--- src/rtl/mvt_pkg.sv ---
`default_nettype none

package mvt_pkg;

  // Vector length and matrix size (the matrix is VEC_LEN x VEC_LEN).
  localparam int VEC_LEN = 4;

  // Configuration register file.
  localparam int NUM_REGS        = 8;
  localparam int REG_WIDTH       = 64;
  localparam int REG_SEL_WIDTH   = $clog2(NUM_REGS);
  localparam int CFG_INDEX_WIDTH = 4;
  localparam int HALF_WIDTH      = 32;

  // Width of the fields on the ports.
  localparam int PORT_WIDTH = 32;

  // Reset contents give the identity matrix in Q16.16.
  localparam logic [REG_WIDTH-1:0] REG_RESET [NUM_REGS] = '{
    64'h0000_0000_0001_0000,
    64'h0000_0000_0000_0000,
    64'h0001_0000_0000_0000,
    64'h0000_0000_0000_0000,
    64'h0000_0000_0000_0000,
    64'h0000_0000_0001_0000,
    64'h0000_0000_0000_0000,
    64'h0001_0000_0000_0000
  };

  typedef struct packed {
    logic signed [PORT_WIDTH-1:0] in_x;
    logic signed [PORT_WIDTH-1:0] in_y;
    logic signed [PORT_WIDTH-1:0] in_z;
    logic signed [PORT_WIDTH-1:0] in_w;
  } in_item_t;

  typedef struct packed {
    logic signed [PORT_WIDTH-1:0] out_x;
    logic signed [PORT_WIDTH-1:0] out_y;
    logic signed [PORT_WIDTH-1:0] out_z;
    logic signed [PORT_WIDTH-1:0] out_w;
    logic                         saturated;
  } out_item_t;

endpackage

`default_nettype wire

--- src/rtl/mvt_round_sat.sv ---
`default_nettype none

module mvt_round_sat import mvt_pkg::*; #(
  parameter int DW = 32,
  parameter int FB = 16,
  parameter int SW = 66
) (
  input  logic                 clk,
  input  logic                 rst,
  input  logic                 in_valid,
  output logic                 in_ready,
  input  logic signed [SW-1:0] in_sum [VEC_LEN],
  output logic                 out_valid,
  input  logic                 out_stall,
  output out_item_t            out_item
);

  localparam logic signed [SW-1:0] HALF = SW'(1) <<< (FB - 1);
  localparam logic signed [DW-1:0] MAXV = {1'b0, {(DW-1){1'b1}}};
  localparam logic signed [DW-1:0] MINV = {1'b1, {(DW-1){1'b0}}};

  logic signed [SW-1:0] rnd [VEC_LEN];
  logic signed [SW-1:0] quo [VEC_LEN];
  logic signed [DW-1:0] res [VEC_LEN];
  logic [VEC_LEN-1:0]   clip;
  out_item_t            item_next;

  // Round half up, then clip when the bits above the sign do not agree.
  always_comb begin
    for (int r = 0; r < VEC_LEN; r++) begin
      rnd[r] = in_sum[r] + HALF;
      quo[r] = rnd[r] >>> FB;
      clip[r] = !((&quo[r][SW-1:DW-1]) || !(|quo[r][SW-1:DW-1]));
      if (clip[r]) begin
        res[r] = quo[r][SW-1] ? MINV : MAXV;
      end else begin
        res[r] = quo[r][DW-1:0];
      end
    end
    item_next.out_x     = PORT_WIDTH'(res[0]);
    item_next.out_y     = PORT_WIDTH'(res[1]);
    item_next.out_z     = PORT_WIDTH'(res[2]);
    item_next.out_w     = PORT_WIDTH'(res[3]);
    item_next.saturated = |clip;
  end

  assign in_ready = !out_valid || !out_stall;

  always_ff @(posedge clk) begin
    if (rst) begin
      out_valid <= 1'b0;
    end else if (in_ready) begin
      out_valid <= in_valid;
    end
  end

  always_ff @(posedge clk) begin
    if (in_ready && in_valid) begin
      out_item <= item_next;
    end
  end

endmodule

`default_nettype wire

--- config.mk ---
export PLATFORM = sky130hd
export DESIGN_NAME = mvt_round_sat
export DESIGN_NICKNAME = d
export VERILOG_FILES = /design/src/rtl/mvt_pkg.sv /design/src/rtl/mvt_round_sat.sv
export SDC_FILE = /design/constraint.sdc
export NUM_CORES = 1
export LEC_CHECK = 0
export BUFFER_PORTS_ARGS = -buffer_cell sky130_fd_sc_hd__buf_2
export CORE_AREA = 2 2 157 159
export CTS_BUF_LIST = sky130_fd_sc_hd__clkbuf_8
export CTS_CLUSTER_SIZE = 12
export DETAILED_ROUTE_END_ITERATION = 8
export DIE_AREA = 0 0 159 161
export PLACE_DENSITY = 0.71
export SLEW_MARGIN = 5
export SYNTH_ARGS = -nofsm -noshare
export SYNTH_HDL_FRONTEND = slang
export SYNTH_SLANG_ARGS = --single-unit
--- constraint.sdc ---
create_clock -name clk -period 11.5 [get_ports clk]
set_clock_uncertainty 0.05 [all_clocks]
set_input_delay 2.3 -clock clk [delete_from_list [all_inputs] [get_ports clk]]
set_output_delay 2.3 -clock clk [all_outputs]
set_load 0.05 [all_outputs]
==> metrics.cfg, run 1 <==
[yosys]
synth_cell_types=69
synth-edff-count=129
synth.area.mux_share_pct=4.04
synth-compound-area-share_pct=8.79
synth_top_family_by_area=simple AND/OR/NAND/NOR gates
yosys_register_bits=130
synth_fa_ha_area_share_pct=0.499
ys_seq_area_share_pct=38.8
synth_cells=1097
syn_area_per_cell_um2=9.15
synth_area_um2=10000
yosysWarnings=0
synthesis.nets=1369
ys.flop_type=edfxtp_1
synth-simple-area-share_pct=30.8
synth-xor-area-share_pct=14.1
async_flop_share_pct=0

[route]
drc=0
vias=10000
routedWlPerCell_um=17.5
wl_mm=30.4
first_pass_iters=5
vias_per_cell=5.73
drt_iter0_drc=659
antenna_left=0

[sta]
clock.fmax_mhz=160
slew_viol_final=0
finalSetupViolations=0
fin_setup_tns_ns=0
fin_crit_sh_pct=54.5
min_period_ns=6.27
relSlewSlack_pct=23.7
tightest_slew_ns=1.14
hold_viol_final=0
rsz0062_at_grt=false

[global_route]
grt_pass1_vias=9309
globalRoute.totalOverflow=0
grt-busiest-layer=met2
grt_use_total_pct=23.1
antenna_found_initial=0
grt_use_met2_pct=38.6
grt_max_degree=73
grtUsageMet1_pct=30.6
grt_pass1_wl_mm=48.1
grtUsageMet3_pct=4.13

[final_layout]
multiInputGateArea_um2=5850
seq_area_um2=3890
final_common_cell=buf_2
final_cell_mix=buf_2, edfxtp_1, a21oi_1, nand3_1, nand2_1
n_fill_cell=2275
area_delta_synth_final_pct=23.3
fin_util_pct=51.6
drive_gt1_share_pct=28.5
nNetsFinal=1679
diodes=0

[power]
peakVddDrop_v=0.0000644
power_mw=1.29
p_leak_nw=4.37
powerDensity_nw_per_um2=104
power_frac_seq_pct=43.4
power.share.clock_pct=33.8
power_frac_comb_pct=22.8
p_sw_share_pct=32.5
p_int_mw=0.871
netSwitchingPower_mw=0.420

[critical_path]
crit_type=in -> reg
crit_path_end_kind=flop
worstPathArrival_ns=6.41
cp-start-kind=input pin
cp_data_required_time_ns=11.65
worstPathMaxFanout=32

[clock_tree]
cts_tree=yes
cts.path.max_buffers=2
root_buffer=clkbuf_8
ctsResizeCount=0
ctsHtreeMaxLevel=4
cts_setup_buffers=0
postCtsHoldBufs=0
clock_sinks=130
numCtsBuffers=17
clkSlewWorstSetupHoldPaths_ns=0.08
clk_latency_ns=0.43

[floorplanning]
ios=399
num_rows=57
dieWidth_um=159
initial_utilization_pct=41.9
die_y_um=161
core_um2=24000
die_area_um2=25600

[placement]
dp_hpwl_mm=23.2
place_congestion=0.924
portBuffers=338

[job]
max_cap_violations=0

[outcome]
outcome=finished, final reports clean

[hold_path]
hold_class=reg -> reg

-- synthesized netlist by cell type, types with 2 or more instances --
master,n,area (um2)
nor4_2,3,37.5
nor4_1,41,257
a21oi_1,98,490
nand4b_1,5,43.8
nor4b_1,6,52.6
o21ai_0,15,75.1
or4_1,14,105
a211o_1,2,17.5
nor2b_1,3,18.8
and2_1,11,68.8
ha_1,4,50.1
nand3b_1,3,22.5
mux2_4,2,30.0
xnor2_1,76,666
or3_1,7,43.8
a31o_2,2,17.5
a31oi_1,6,37.5
and3_1,31,194
mux2i_1,33,330
a41o_1,2,20.0
and4b_1,2,20.0
a21o_1,2,15.0
mux2_2,4,45.0
xor2_1,85,744
and2_0,2,12.5
buf_2,7,35.0
nand2b_1,4,25.0
nand4_1,79,494
edfxtp_1,129,3870
nor3_1,38,190
a2111o_1,3,33.8
nand3_1,91,455
o211ai_1,3,22.5
o21a_1,2,15.0
o31a_1,2,17.5
clkbuf_1,41,154
buf_6,2,22.5
inv_1,15,56.3
nor2_1,56,210
or2_2,11,68.8
nor3b_1,4,30.0
and4_1,31,272
nand2_1,89,334
o31ai_1,6,45.0
-- power by group through the flow --
| stage | clock network, mW | registers, mW | logic [mW] |
|---|---|---|---|
| 3_5_place_dp | 0 | 0.571 | 0.293 |
| 4_1_cts | 0.444 | 0.561 | 0.294 |
| 6_report | 0.436 | 0.561 | 0.294 |
| 5_1_grt | 0.461 | 0.563 | 0.315 |
| 3_3_place_gp | 0 | 0.571 | 0.290 |
| 2_1_floorplan | 0 | 0.669 | 0.0827 |
-- final cells by class --
class	instances	area share (%)
multi-input cells	898	47.3
flip-flops and latches	130	31.5
repair buffers	344	14.0
well taps	324	3.28
clock buffers	17	1.89
clock inverters	15	1.53
inverters	16	0.485
-- metal layers --
layer  routed length (um)  vias up
met2                14500      420
met5                    0        -
met3                 2140       42
met4                  654        0
li1                     -     4828
met1                13100     4711
-- final timing paths --
check / from / endpoint / slack [ns] / cells past startpoint
setup / recovery: in_sum[221] / out_item[99]$_DFFE_PP_ / 5.23 / 10
setup reg to reg: out_valid$_SDFFE_PP0N_ / out_item[124]$_DFFE_PP_ / 9.07 / 3
hold reg to reg: out_valid$_SDFFE_PP0N_ / out_valid$_SDFFE_PP0N_ / 0.46 / 2
hold / removal: out_valid$_SDFFE_PP0N_ / out_valid$_SDFFE_PP0N_ / 0.46 / 2
-- registers in the layout (all words and copies together) (netlist names) --
signal     cells
out_item     129
out_valid      1
-- metrics by stage --
step,std cells,hold slack (ns),instance area [um2],setup WS [ns]
detailed placement,1712,0.443,11900,4.77
CTS,1744,0.462,12400,5.26
global placement,1712,0.441,11900,4.87
floorplan,1097,0.690,10000,5.24
global route,1744,0.501,12400,4.93
finish,1744,0.458,12400,5.23
-- critical path, cell delays in order --
cell	delay, ns
buf_2	0.14
nand4_1	0.23
or4_1	0.67
nor4b_2	0.85
nand3_1	0.18
xnor2_1	0.23
nand4bb_1	0.14
nor4b_1	0.36
a21o_1	0.89
mux2_2	0.42
-- cells by family (layout without fill, tap and decap cells) --
kind of cell	Yosys count	after routing
AOI/OAI and AO/OA	152	152
xor gates and xnor gates	161	161
adders and majority gates	4	4
buffers and inverters	69	392
DFF	130	130
muxes	39	39
and+or+nand+nor	542	542
No activity file was read; power rests on OpenSTA's default activity.
==> run 2: changes to the inputs <==
==> constraint.sdc (replaced) <==
create_clock -name clk -period 6.42 [get_ports clk]
set_clock_uncertainty 0.05 [all_clocks]
set_input_delay 1.284 -clock clk [delete_from_list [all_inputs] [get_ports clk]]
set_output_delay 1.284 -clock clk [all_outputs]
set_load 0.05 [all_outputs]
==> run 2 against run 1 <==
Net effect: combinational power is 80% higher; via count rose by 0.82%; clock-buffer cell count rose by 2; critical path depth rose by 1; non-clock buffer count increased by 4; worst setup slack lost 3.7 ns; clock power rose by 84%; sequential share of layout area down 0.14 points; sequential cell count is the same; power up 81%; global-route usage about the same; cell count is 0.34% higher; critical path type unchanged; critical endpoint is now out_item[104]$_DFFE_PP_; largest cell class unchanged.
==> metrics.cfg, run 2 (same netlist as run 1, synthesis figures left out) <==
[clock_tree]
cts_tree=yes
ctsHtreeMaxLevel=4
clk_latency_ns=0.45
root_buffer=clkbuf_8
clock_sinks=130
numCtsBuffers=17
cts_setup_buffers=0
cts.path.max_buffers=2
postCtsHoldBufs=0
ctsResizeCount=0
clkSlewWorstSetupHoldPaths_ns=0.09

[critical_path]
cp_cell_sequence=buf_2 > nand4_1 > or4_1 > nor4_1 > xnor2_1 > or4_1 > nand4bb_1 > nor4b_1 > a21o_1 > buf_4 > a21oi_1
critical_path.top_delay_family=simple AND/OR/NAND/NOR gates
cpPeakStageDelay_ns=0.79
reg2reg_depth=3
cp_data_required_time_ns=6.55
r2r_end=out_item[53]$_DFFE_PP_
path_buf_inv=2
cp-start-kind=input pin
crit_path_end_kind=flop
reg2reg_slack_ns=4.33
cpMostUsedCell=or4_1
rr_startpoint=out_valid$_SDFFE_PP0N_
crit_type=in -> reg
cpMaxStageDelayCell=or4_1
worstPathMaxFanout=19
worstPathArrival_ns=5.02

[route]
first_pass_iters=8
drt_iter0_drc=956
antenna_left=0
vias_per_cell=5.76
routedWlPerCell_um=17.5
drc=0
vias=10100
wl_mm=30.6

[floorplanning]
die_area_um2=25600
core_um2=24000
die_y_um=161
initial_utilization_pct=41.9
dieWidth_um=159
ios=399
num_rows=57

[final_layout]
layout.cells.non_filler=1750
final_common_cell=buf_2
regMostFlops=out_item
fin_util_pct=51.9
reg.largest.list=out_item (129), out_valid (1)
nNetsFinal=1683
area_delta_synth_final_pct=23.8
fin_area_um2=12400
final_cell_mix=buf_2, edfxtp_1, a21oi_1, nand3_1, nand2_1
drive_gt1_share_pct=28.9
largest_reg_flops=129

[power]
power_frac_comb_pct=22.7
power_mw=2.34
p_leak_nw=4.42
peakVddDrop_v=0.000102
p_sw_share_pct=32.1
netSwitchingPower_mw=0.749
power_frac_seq_pct=43.0
p_int_mw=1.59
power.share.clock_pct=34.4
powerDensity_nw_per_um2=188

[placement]
place_area_um2=12000
placedCellCount=1716
portBuffers=338
pre_cts_ws_ns=1.14
place_congestion=0.935
dp_hpwl_mm=23.6

[sta]
fin_crit_sh_pct=76.1
hold_viol_final=0
timing.hold.ws_ns=0.477
fin_setup_tns_ns=0
worst_slack_ns=1.53
min_period_ns=4.89
rsz0062_at_grt=false
clock.fmax_mhz=205
relSlewSlack_pct=20.5
tightest_slew_ns=1.19
finalSetupViolations=0
slew_viol_final=0

[outcome]
outcome=finished, final reports clean

[global_route]
grt_pass1_wl_mm=48.2
grt_max_degree=60
antenna_found_initial=1
globalRoute.totalOverflow=0
grt_use_total_pct=23.1
grt_pass1_vias=9388

[hold_path]
holdPathStages=2
min_from=out_valid$_SDFFE_PP0N_
holdPathEnd=out_valid$_SDFFE_PP0N_
hold_class=reg -> reg

[job]
max_cap_violations=0

==> run 2: cell types whose count changed in the layout (fill, tap and decap cells not counted) <==
cell / previous run / this run
clkbuf_8: 17 / 19
diode_2: 0 / 2
clkinv_1: 6 / 1
buf_4: 6 / 10
clkinvlp_4: 2 / 0
inv_6: 1 / 2
inv_1: 15 / 16
clkinv_2: 0 / 3
==> run 2: power by group through the flow <==
stage                     clock [mW]  sequential (mW)  combinational (mW)
after CTS                      0.824             1.00               0.528
final                          0.803             1.00               0.529
after global routing           0.852             1.01               0.565
after detailed placement           0             1.02               0.526
after floorplan                    0             1.20               0.148
after global placement             0             1.02               0.521
==> run 2: per-layer routing <==
metal,global-route usage (%),vias up,routed length (um)
met2,38.3,495,14400
met4,9.96,0,1010
met3,4.16,65,2300
met1,29.7,4705,12900
li1,-,4818,-
met5,0,-,0
==> run 2: worst reg2reg max path: cells and delay by family, from the launching register on <==
family | cells | cell delay (ns)
buffers and inverters | 1 | 0.75
AND/OR/NAND/NOR | 2 | 0.54
flip-flops | 1 | 0.33
==> run 2: area by class of cell <==
class,count,area (um2)
antenna,2,5.00
clock buffer,19,262
clock inverter,13,183
fill,2299,11500
inverter,16,60.1
multi-input combinational,898,5850
sequential,130,3890
tap,324,405
timing repair buffer,348,1770
==> run 2: how the worst max path moves through the flow <==
| stage | startpoint | endpoint | slack (ns) | depth (start not counted) |
|---|---|---|---|---|
| after global routing | in_sum[221] | out_item[127]$_DFFE_PP_ | 1.27 | 11 |
| after global placement | in_sum[221] | out_item[125]$_DFFE_PP_ | 1.16 | 11 |
| after floorplan | out_stall | out_item[0]$_DFFE_PP_ | 1.18 | 2 |
| after detailed placement | in_sum[221] | out_item[127]$_DFFE_PP_ | 1.14 | 11 |
| final | in_sum[221] | out_item[104]$_DFFE_PP_ | 1.53 | 11 |
| after CTS | in_sum[221] | out_item[104]$_DFFE_PP_ | 1.64 | 11 |
